<file path="src/sv/numeric_literal_classifier_defines.svh">
// ----------------------------------------------------------------------------
// Numeric literal classifier assertion macros
// Shared concurrent assertion forms for the classifier RTL.
// ----------------------------------------------------------------------------
`ifndef NUMERIC_LITERAL_CLASSIFIER_DEFINES_SVH
`define NUMERIC_LITERAL_CLASSIFIER_DEFINES_SVH

// same-cycle implication, disabled during reset
`define NLC_ASSERT_NOW(label, ante, cons, msg) \
	label: assert property (@(posedge clk) disable iff (!arst_n) (ante) |-> (cons)) \
		else $error(msg);

// next-cycle implication, disabled during reset
`define NLC_ASSERT_NEXT(label, ante, cons, msg) \
	label: assert property (@(posedge clk) disable iff (!arst_n) (ante) |=> (cons)) \
		else $error(msg);

`endif

</file>
<file path="src/sv/nlc_pkg.sv">
// ----------------------------------------------------------------------------
// Numeric literal classifier package
// Format codes, float dot-check phases, prefix kinds and character classes.
// ----------------------------------------------------------------------------
`default_nettype none

package nlc_pkg;

	typedef enum logic [2:0] {
		FMT_DECIMAL = 3'd0,
		FMT_OCTAL   = 3'd1,
		FMT_HEX     = 3'd2,
		FMT_BINARY  = 3'd3,
		FMT_FLOAT   = 3'd4,
		FMT_INVALID = 3'd5
	} fmt_t;

	typedef enum logic [2:0] {
		PH_IDLE       = 3'd0,
		PH_NEED_DIGIT = 3'd1,
		PH_DIGITS     = 3'd2,
		PH_AFTER_EXP  = 3'd3,
		PH_AFTER_SIGN = 3'd4
	} phase_t;

	typedef enum logic [1:0] {
		PK_NONE   = 2'd0,
		PK_HEX    = 2'd1,
		PK_BINARY = 2'd2,
		PK_OCTAL  = 2'd3
	} prefix_t;

	localparam logic [7:0] CH_0     = 8'h30;
	localparam logic [7:0] CH_1     = 8'h31;
	localparam logic [7:0] CH_7     = 8'h37;
	localparam logic [7:0] CH_9     = 8'h39;
	localparam logic [7:0] CH_LC_A  = 8'h61;
	localparam logic [7:0] CH_LC_F  = 8'h66;
	localparam logic [7:0] CH_UC_A  = 8'h41;
	localparam logic [7:0] CH_UC_F  = 8'h46;
	localparam logic [7:0] CH_LC_X  = 8'h78;
	localparam logic [7:0] CH_UC_X  = 8'h58;
	localparam logic [7:0] CH_LC_B  = 8'h62;
	localparam logic [7:0] CH_UC_B  = 8'h42;
	localparam logic [7:0] CH_DOT   = 8'h2e;
	localparam logic [7:0] CH_LC_E  = 8'h65;
	localparam logic [7:0] CH_UC_E  = 8'h45;
	localparam logic [7:0] CH_PLUS  = 8'h2b;
	localparam logic [7:0] CH_MINUS = 8'h2d;

	localparam logic [1:0] POS_MAX = 2'd2;

	function automatic logic is_dec(input logic [7:0] c);
		return (c inside {[CH_0:CH_9]});
	endfunction

	function automatic logic is_hex(input logic [7:0] c);
		return (c inside {[CH_0:CH_9], [CH_LC_A:CH_LC_F], [CH_UC_A:CH_UC_F]});
	endfunction

endpackage

`default_nettype wire

</file>
<file path="src/sv/numeric_literal_classifier.sv">
// ----------------------------------------------------------------------------
// Numeric literal classifier
// Streams a literal one character per transfer and reports its format code
// on the last character.
// ----------------------------------------------------------------------------
// One character is taken per clock cycle, back to back, while the input
// does not stall. A character is held in an input register while the
// classification flags update; on the last character the format code is
// loaded into the result register as that character leaves the input
// register, so a result passes through the input and then the result register.
// The input stalls only while that result register is full and stalled and
// the held character is itself a last character. Flags return to their reset
// values after each literal.
`default_nettype none
`include "numeric_literal_classifier_defines.svh"

module numeric_literal_classifier (
	input  wire logic       clk,
	input  wire logic       arst_n,
	input  wire logic       in_valid,
	output logic            in_stall,
	input  wire logic [7:0] char_code,
	input  wire logic       last_char,
	output logic            out_valid,
	input  wire logic       out_stall,
	output logic [2:0]      format_code
);
	import nlc_pkg::*;

	logic       valid_s1;
	logic [7:0] char_s1;
	logic       last_s1;

	logic [1:0] pos_q;
	logic       first_zero_q;
	prefix_t    prefix_q;
	logic       dot_q;
	logic       dec_ok_q;
	logic       oct_ok_q;
	logic       hex_ok_q;
	logic       bin_ok_q;
	logic       flt_ok_q;
	phase_t     phase_q;

	logic       out_valid_q;
	fmt_t       fmt_q;

	logic       advance;
	logic       proc;
	logic       d;
	logic       fail;
	logic       first_zero_n;
	prefix_t    prefix_n;
	logic       dot_n;
	logic       dec_ok_n;
	logic       oct_ok_n;
	logic       hex_ok_n;
	logic       bin_ok_n;
	logic       flt_ok_n;
	phase_t     phase_n;
	fmt_t       fmt_n;

	assign advance  = !valid_s1 || !last_s1 || !out_valid_q || !out_stall;
	assign proc     = valid_s1 && advance;
	assign in_stall = !advance;

	always_comb begin
		d            = is_dec(char_s1);
		fail         = 1'b0;
		first_zero_n = first_zero_q;
		prefix_n     = prefix_q;
		dec_ok_n     = dec_ok_q && d;
		oct_ok_n     = oct_ok_q;
		hex_ok_n     = hex_ok_q;
		bin_ok_n     = bin_ok_q;
		dot_n        = dot_q || (char_s1 == CH_DOT);

		if (pos_q == 2'd0) begin
			first_zero_n = (char_s1 == CH_0);
		end else if (pos_q == 2'd1 && first_zero_q) begin
			if (char_s1 == CH_LC_X || char_s1 == CH_UC_X) begin
				prefix_n = PK_HEX;
			end else if (char_s1 == CH_LC_B || char_s1 == CH_UC_B) begin
				prefix_n = PK_BINARY;
			end else begin
				prefix_n = PK_OCTAL;
			end
		end
		if (pos_q != 2'd0 && !(char_s1 inside {[CH_0:CH_7]}))
			oct_ok_n = 1'b0;
		if (pos_q == POS_MAX) begin
			if (!is_hex(char_s1))
				hex_ok_n = 1'b0;
			if (char_s1 != CH_0 && char_s1 != CH_1)
				bin_ok_n = 1'b0;
		end

		case (phase_q)
			PH_NEED_DIGIT: begin
				phase_n = d ? PH_DIGITS : PH_IDLE;
				fail    = !d;
			end
			PH_DIGITS: begin
				if (d)
					phase_n = PH_DIGITS;
				else if (char_s1 == CH_LC_E || char_s1 == CH_UC_E)
					phase_n = PH_AFTER_EXP;
				else if (char_s1 == CH_DOT)
					phase_n = PH_NEED_DIGIT;
				else
					phase_n = PH_IDLE;
			end
			PH_AFTER_EXP: begin
				if (char_s1 == CH_PLUS || char_s1 == CH_MINUS) begin
					phase_n = PH_AFTER_SIGN;
				end else begin
					phase_n = PH_IDLE;
					fail    = !d;
				end
			end
			PH_AFTER_SIGN: begin
				phase_n = PH_IDLE;
				fail    = !d;
			end
			default: begin
				phase_n = (char_s1 == CH_DOT) ? PH_NEED_DIGIT : PH_IDLE;
			end
		endcase

		flt_ok_n = flt_ok_q && !fail &&
			(d || char_s1 inside {CH_DOT, CH_PLUS, CH_MINUS, CH_LC_E, CH_UC_E});

		if (pos_q == 2'd0) begin
			fmt_n = d ? FMT_DECIMAL : FMT_INVALID;
		end else if (dot_n) begin
			fmt_n = (flt_ok_n && (phase_n == PH_IDLE || phase_n == PH_DIGITS)) ?
				FMT_FLOAT : FMT_INVALID;
		end else if (first_zero_n) begin
			case (prefix_n)
				PK_HEX:    fmt_n = hex_ok_n ? FMT_HEX : FMT_INVALID;
				PK_BINARY: fmt_n = bin_ok_n ? FMT_BINARY : FMT_INVALID;
				default:   fmt_n = oct_ok_n ? FMT_OCTAL : FMT_INVALID;
			endcase
		end else begin
			fmt_n = dec_ok_n ? FMT_DECIMAL : FMT_INVALID;
		end
	end

	// input register
	always_ff @(posedge clk or negedge arst_n) begin
		if (!arst_n) begin
			valid_s1 <= 1'b0;
		end else if (advance) begin
			valid_s1 <= in_valid;
		end
	end

	always_ff @(posedge clk) begin
		if (advance && in_valid) begin
			char_s1 <= char_code;
			last_s1 <= last_char;
		end
	end

	// per-literal classification state
	always_ff @(posedge clk or negedge arst_n) begin
		if (!arst_n) begin
			pos_q        <= 2'd0;
			first_zero_q <= 1'b0;
			prefix_q     <= PK_NONE;
			dot_q        <= 1'b0;
			dec_ok_q     <= 1'b1;
			oct_ok_q     <= 1'b1;
			hex_ok_q     <= 1'b1;
			bin_ok_q     <= 1'b1;
			flt_ok_q     <= 1'b1;
			phase_q      <= PH_IDLE;
		end else if (proc) begin
			if (last_s1) begin
				pos_q        <= 2'd0;
				first_zero_q <= 1'b0;
				prefix_q     <= PK_NONE;
				dot_q        <= 1'b0;
				dec_ok_q     <= 1'b1;
				oct_ok_q     <= 1'b1;
				hex_ok_q     <= 1'b1;
				bin_ok_q     <= 1'b1;
				flt_ok_q     <= 1'b1;
				phase_q      <= PH_IDLE;
			end else begin
				pos_q        <= (pos_q == POS_MAX) ? POS_MAX : pos_q + 2'd1;
				first_zero_q <= first_zero_n;
				prefix_q     <= prefix_n;
				dot_q        <= dot_n;
				dec_ok_q     <= dec_ok_n;
				oct_ok_q     <= oct_ok_n;
				hex_ok_q     <= hex_ok_n;
				bin_ok_q     <= bin_ok_n;
				flt_ok_q     <= flt_ok_n;
				phase_q      <= phase_n;
			end
		end
	end

	// result register
	always_ff @(posedge clk or negedge arst_n) begin
		if (!arst_n) begin
			out_valid_q <= 1'b0;
		end else if (proc && last_s1) begin
			out_valid_q <= 1'b1;
		end else if (!out_stall) begin
			out_valid_q <= 1'b0;
		end
	end

	always_ff @(posedge clk) begin
		if (proc && last_s1)
			fmt_q <= fmt_n;
	end

	assign out_valid   = out_valid_q;
	assign format_code = fmt_q;

	`NLC_ASSERT_NEXT(a_last_loads_result, proc && last_s1, out_valid_q,
		"last character did not produce a result")
	`NLC_ASSERT_NEXT(a_state_cleared, proc && last_s1,
		pos_q == 2'd0 && phase_q == PH_IDLE && !dot_q,
		"classification state not cleared after literal")
	`NLC_ASSERT_NOW(a_stall_cause, in_stall,
		valid_s1 && last_s1 && out_valid_q && out_stall,
		"input stalled without a blocked result")
	`NLC_ASSERT_NOW(a_code_range, out_valid_q,
		fmt_q == FMT_DECIMAL || fmt_q == FMT_OCTAL || fmt_q == FMT_HEX ||
		fmt_q == FMT_BINARY || fmt_q == FMT_FLOAT || fmt_q == FMT_INVALID,
		"format code out of range")

endmodule

`default_nettype wire

</file>
<file path="config.mk">
export PLATFORM = sky130hd
export DESIGN_NAME = numeric_literal_classifier
export DESIGN_NICKNAME = d
export VERILOG_FILES = /design/src/sv/nlc_pkg.sv /design/src/sv/numeric_literal_classifier.sv
export VERILOG_INCLUDE_DIRS = /design/src /design/src/sv
export SDC_FILE = /design/constraint.sdc
export NUM_CORES = 1
export LEC_CHECK = 0
export ABC_AREA = 0
export BUFFER_PORTS_ARGS = -buffer_cell sky130_fd_sc_hd__buf_4
export CAP_MARGIN = 0
export CORE_ASPECT_RATIO = 1.2
export CORE_MARGIN = 5
export CORE_UTILIZATION = 50
export CTS_BUF_LIST = sky130_fd_sc_hd__clkbuf_8
export CTS_CLUSTER_SIZE = 40
export DETAILED_ROUTE_END_ITERATION = 7
export MAX_ROUTING_LAYER = met4
export PLACE_DENSITY_LB_ADDON = 0.05
export SLEW_MARGIN = 20
export SYNTH_ARGS = -nofsm -noshare
export SYNTH_HDL_FRONTEND = slang
export SYNTH_SLANG_ARGS = --single-unit
</file>
<file path="constraint.sdc">
create_clock -name clk -period 3.3 [get_ports clk]
set_input_delay 0.66 -clock clk [delete_from_list [all_inputs] [get_ports clk]]
set_output_delay 0.66 -clock clk [all_outputs]
set_load 0.01 [all_outputs]
</file>
* Word level (Yosys, flattened, before mapping) *
Index checks and enable logic that the tools add are counted.

word-level totals
  flip-flop bits (word level) = 28
  input bits = 13

operators by class
  $add $sub $neg = 1
  order comparisons = 7
  eq/ne operators = 22
  mux-type cells = 41
  reductions and logical operators = 38

operator list
  kind                 number
  $eq 8x7->1 const B   6
  $eq 8x6->1 const B   4
  $mux 3               10
  $mux 1               19
  $mux 2               9
  $ge 8x7->1 const B   2
  $le 8x6->1 const B   2
  $le 8x7->1 const B   2
  $ne 8x6->1 const B   2
  $logic_and 1x1->1    14
  $pmux 3 s4           1
  $logic_or 1x1->1     10
  $eq 3x2->1 const B   3
  $ge 8x6->1 const B   1
  $logic_not 1->1      8
  $pmux 3 s2           1
  $reduce_bool 5->1    1
  $eq 2x1->1 const B   2
  $eq 2x2->1 const B   2
  $eq 3x1->1 const B   1
  $eq 3x3->1 const B   1
  $logic_not 3->1      1
  $reduce_bool 3->1    1
  $add 2x1->2 const B  1
  5 further kinds      5

* Logic depth before layout (Yosys ltp) *
  depth in word-level cells = 12
  depth in mapped cells = 13
  gate-level depth less buffers = 13

* Worst setup path before layout *
No wires, ideal clock.

  path kind = flip-flop to flip-flop
  start point = reg char_s1[3]
  end point = reg fmt_q[0] (netlist: format_code[0]) (data pin)
  arrival time = 2.466 ns
  required time = 3.039 ns
  slack = 0.573 ns
  cell stages (with the launch flop) = 11
  buffers on the path = 0
  period minus slack after synthesis = 2.727 ns
  cells stage by stage = edfxtp_1 > or4b_4 > nor3b_1 > nor2_1 > a21oi_1 > inv_1 > ha_1 > a21o_1 > a2111oi_0 > o21ai_0 > o311a_1

between the ends
  word-level cells in the longest chain between the ends = 12
  elaborated cells between the ends (all ways) = 61

RTL lines
  what                                                 RTL line                           RTL
  start, declared                                      numeric_literal_classifier.sv:31   logic [7:0] char_s1;
  start signal, assigned                               numeric_literal_classifier.sv:160  char_s1 <= char_code;
  branches (longest 11 deep; another with $ge 8x6->1)  --
  $mux 3 (*)                                           numeric_literal_classifier.sv:133  if (pos_q == 2'd0) begin
  net fmt_n[0]                                         numeric_literal_classifier.sv:61   fmt_t fmt_n;
  end signal, assigned                                 numeric_literal_classifier.sv:218  fmt_q <= fmt_n;
  end, declared                                        numeric_literal_classifier.sv:46   fmt_t fmt_q;

Mark *: on every way through the listed nets, which the timed path passes.
A chain may end at the register's enable or synchronous reset.

* Worst setup path after layout *
Same ends and word-level chain as after synthesis.

==> summary.md <==
| Metric | Value |
|---|---|
| Dpl cells | 202 |
| Largest net degree at the start of global routing | 17 |
| FMAX | 0.337 GHz |
| Final instance area | 1750 µm² |
| Initial Util | 51.0% |
| Detailed Route WL | 3.13 mm |
| VDD IR max | 0.298 mV |
| Skew final | 0.00135 ns |
| Io pins | 18 |
| CTS H-tree depth | 1 |
| Final std cells w/o fill | 206 |
| Setup-failing EPs final | 0 |
| Vias in the first global route | 1,170 |
| Site Rows | 22 |
| Register area share after synthesis | 49.7% |
| Relative max-transition margin | 64.3% |
| Fillers | 267 |
| RSZ-0062 raised after global routing | false |
| Count leader, synth | nand2_1 |
| Layout area overhead | 13.3% |
| Seq cells post-synth | 28 |
| Diode count | 0 |
| Final hold slack | 0.232 ns |
| CTS Buf Count | 3 |
| DRC | 0 |
| Global-route wire length before repair | 5.17 mm |
| Primary FF master, synth | edfxtp_1 |
| Worst slack at placement | 0.373 ns |
| Post-synth top cells | nand2_1, edfxtp_1, dfrtp_1, inv_1, o21ai_0 |
| TritonCTS clock tree | yes |
| Main combinational cell family by area after synthesis | simple AND/OR/NAND/NOR gates |
| Antenna violations before repair | 0 |
| Synth Net Count | 174 |
| PnR worst setup slack | 0.336 ns |
| Worst Path Required | 3.33 ns |
| Post-synthesis cell count | 155 |
| XOR/XNOR share of the synthesized area | 1.13% |
| Vias per inst | 5.84 |
| Post-synth cell types | 45 |
| Adder-cell share of the synthesized area | 4.86% |
| WP data arrival | 2.99 ns |
| Reg2reg setup slack | 0.34 ns |
| Die Ht | 70.9 µm |
| Share of cells above drive strength 1 | 19.4% |
| Mapped Area | 1540 µm² |
| Ys async rst share | 57.1% |
| Worst Setup Start Kind | flop |
| GRT overflow | 0 |
| Worst-Skew Late Latency | 0.27 ns |
| Worst Tran Pin Value | 0.531 ns |
| Share of the synthesized area in the top cell type | 23.3% |
| Die area | 4300 µm² |
| Top cells by area, synth | edfxtp_1, dfrtp_1, dfstp_2, nand2_1, ha_1 |
| Die W | 60.7 µm |
| Hold Violations, Final | 0 |
| Total power | 782 µW |
| Max Cap Viol | 0 |
| Final Util | 57.8% |
| Clock Path Buffers | 2 |
| Fin Setup TNS | 0 ns |
| Status | finished clean |
| Critical path class | reg2reg |
| Power per cell area | 447 nW/µm² |
| Fin crit share | 89.8% |
| Worst-path clk slew | 0.09 ns |
| Clk sinks | 28 |
| CP Max Fanout | 6 |
| NumNets Final | 190 |
| YS warnings | 0 |
| Final slew viol count | 0 |
| Nature of the critical path endpoint | flop |
| DRT Pass-1 Iters | 4 |
| Mux cell area share after synthesis | 0.648% |
| Post-DP Area | 1690 µm² |
| Area share of and/or/nand/nor cells after synthesis | 25.0% |
| ANT nets after route | 0 |
| DP HPWL | 2.43 mm |
| Core area | 3030 µm² |
| Initial drt markers | 30 |
| Area leader, netlist | edfxtp_1 |
| Leak | 0.756 nW |
| GP Congestion | 0.940 |
| Root Driver | clkbuf_8 |
| Min cycle time layout | 2.96 ns |
| Syn Area/Cell | 9.96 µm² |
| Number of synthesized flops with an enable pin | 12 |
| Port Buffer Count | 17 |
| Complex-gate fraction of the synthesized area | 14.5% |
| Routed len/inst | 15.2 µm |
| GRT Util Overall | 16.2% |
| Routed via count | 1,203 |
| Worst hold path type | in2async |
## cells by family after synthesis
logic type | Yosys count
AND/OR/NAND/NOR | 71
AO/OA/AOI/OAI | 30
flip-flops | 28
buffers and inverters | 17
adder cells (fa/ha/maj) | 6
XOR/XNOR | 2
multiplexers | 1
## registers in the layout, indices dropped and copies added (netlist names)
name	flops
oct_ok_q	1
phase_q	3
last_s1	1
valid_s1	1
format_code	3
pos_q	2
dec_ok_q	1
dot_q	1
out_valid	1
hex_ok_q	1
first_zero_q	1
bin_ok_q	1
char_s1	8
prefix_q	2
flt_ok_q	1
## layout make-up
| cell class | instances | area, µm² | area share [%] |
|---|---|---|---|
| tap | 36 | 45.0 | 2.58 |
| multi-input combinational | 110 | 713 | 40.8 |
| inverter | 11 | 41.3 | 2.36 |
| sequential | 28 | 767 | 43.8 |
| timing repair buffer | 17 | 128 | 7.30 |
| clock buffer | 4 | 55.1 | 3.15 |
## what timing repair did
item,CTS,global route
buffers inserted,0,0
hold buffers,0,0
setup endpoints to repair,0,1
resized for setup,0,1
## per-layer routing
layer  vias up  track usage (%)  share of wire (%)
met1       580             19.8                 41
li1        592                -                  -
met3         4             2.19                4.2
met5         -                -                  0
met2        27             26.2                 53
met4         0             7.23                1.8
## worst paths after layout
check	startpoint	endpoint	cells after the start
worst max-delay path	char_s1[3]	format_code[0]	10
worst min-delay path	arst_n	prefix_q[0]	1
worst max register to register	char_s1[3]	format_code[0]	10
worst min register to register	first_zero_q	first_zero_q	2
max in group asynchronous	arst_n	oct_ok_q	1
min in group clk	first_zero_q	first_zero_q	2
## critical path, cell delays in order, from the launching register on
cell and delay, ns:
edfxtp_1 0.45, or4b_4 0.55, nor3b_1 0.23, nor2_1 0.06
a21oi_1 0.23, inv_1 0.08, ha_1 0.34, a21o_1 0.18
a2111oi_1 0.36, o21ai_0 0.13, o311a_1 0.12
## cell usage in the layout, fill, tap and decap left out, drive strengths merged, types with 2 or more instances in the layout
cell and n:
nand4 5, nor2 6, and3 2, and2 3
inv 11, edfxtp 12, nand2 25, or3 3
o21ai 8, ha 6, nor3b 2, nor2b 4
a21oi 4, buf 17, a221oi 2, dfstp 5
nand3 7, nand2b 3, a22o 2, dfrtp 11
a2111oi 2, clkbuf 4, o31ai 2, nor3 3
nand3b 4, a31oi 2
## power by group
part	total [mW]	internal, mW	switching [mW]
logic	0.135	0.0569	0.0785
clock network	0.207	0.107	0.100
registers	0.440	0.410	0.0297
Note: power is estimated with default switching activity, not from simulation.
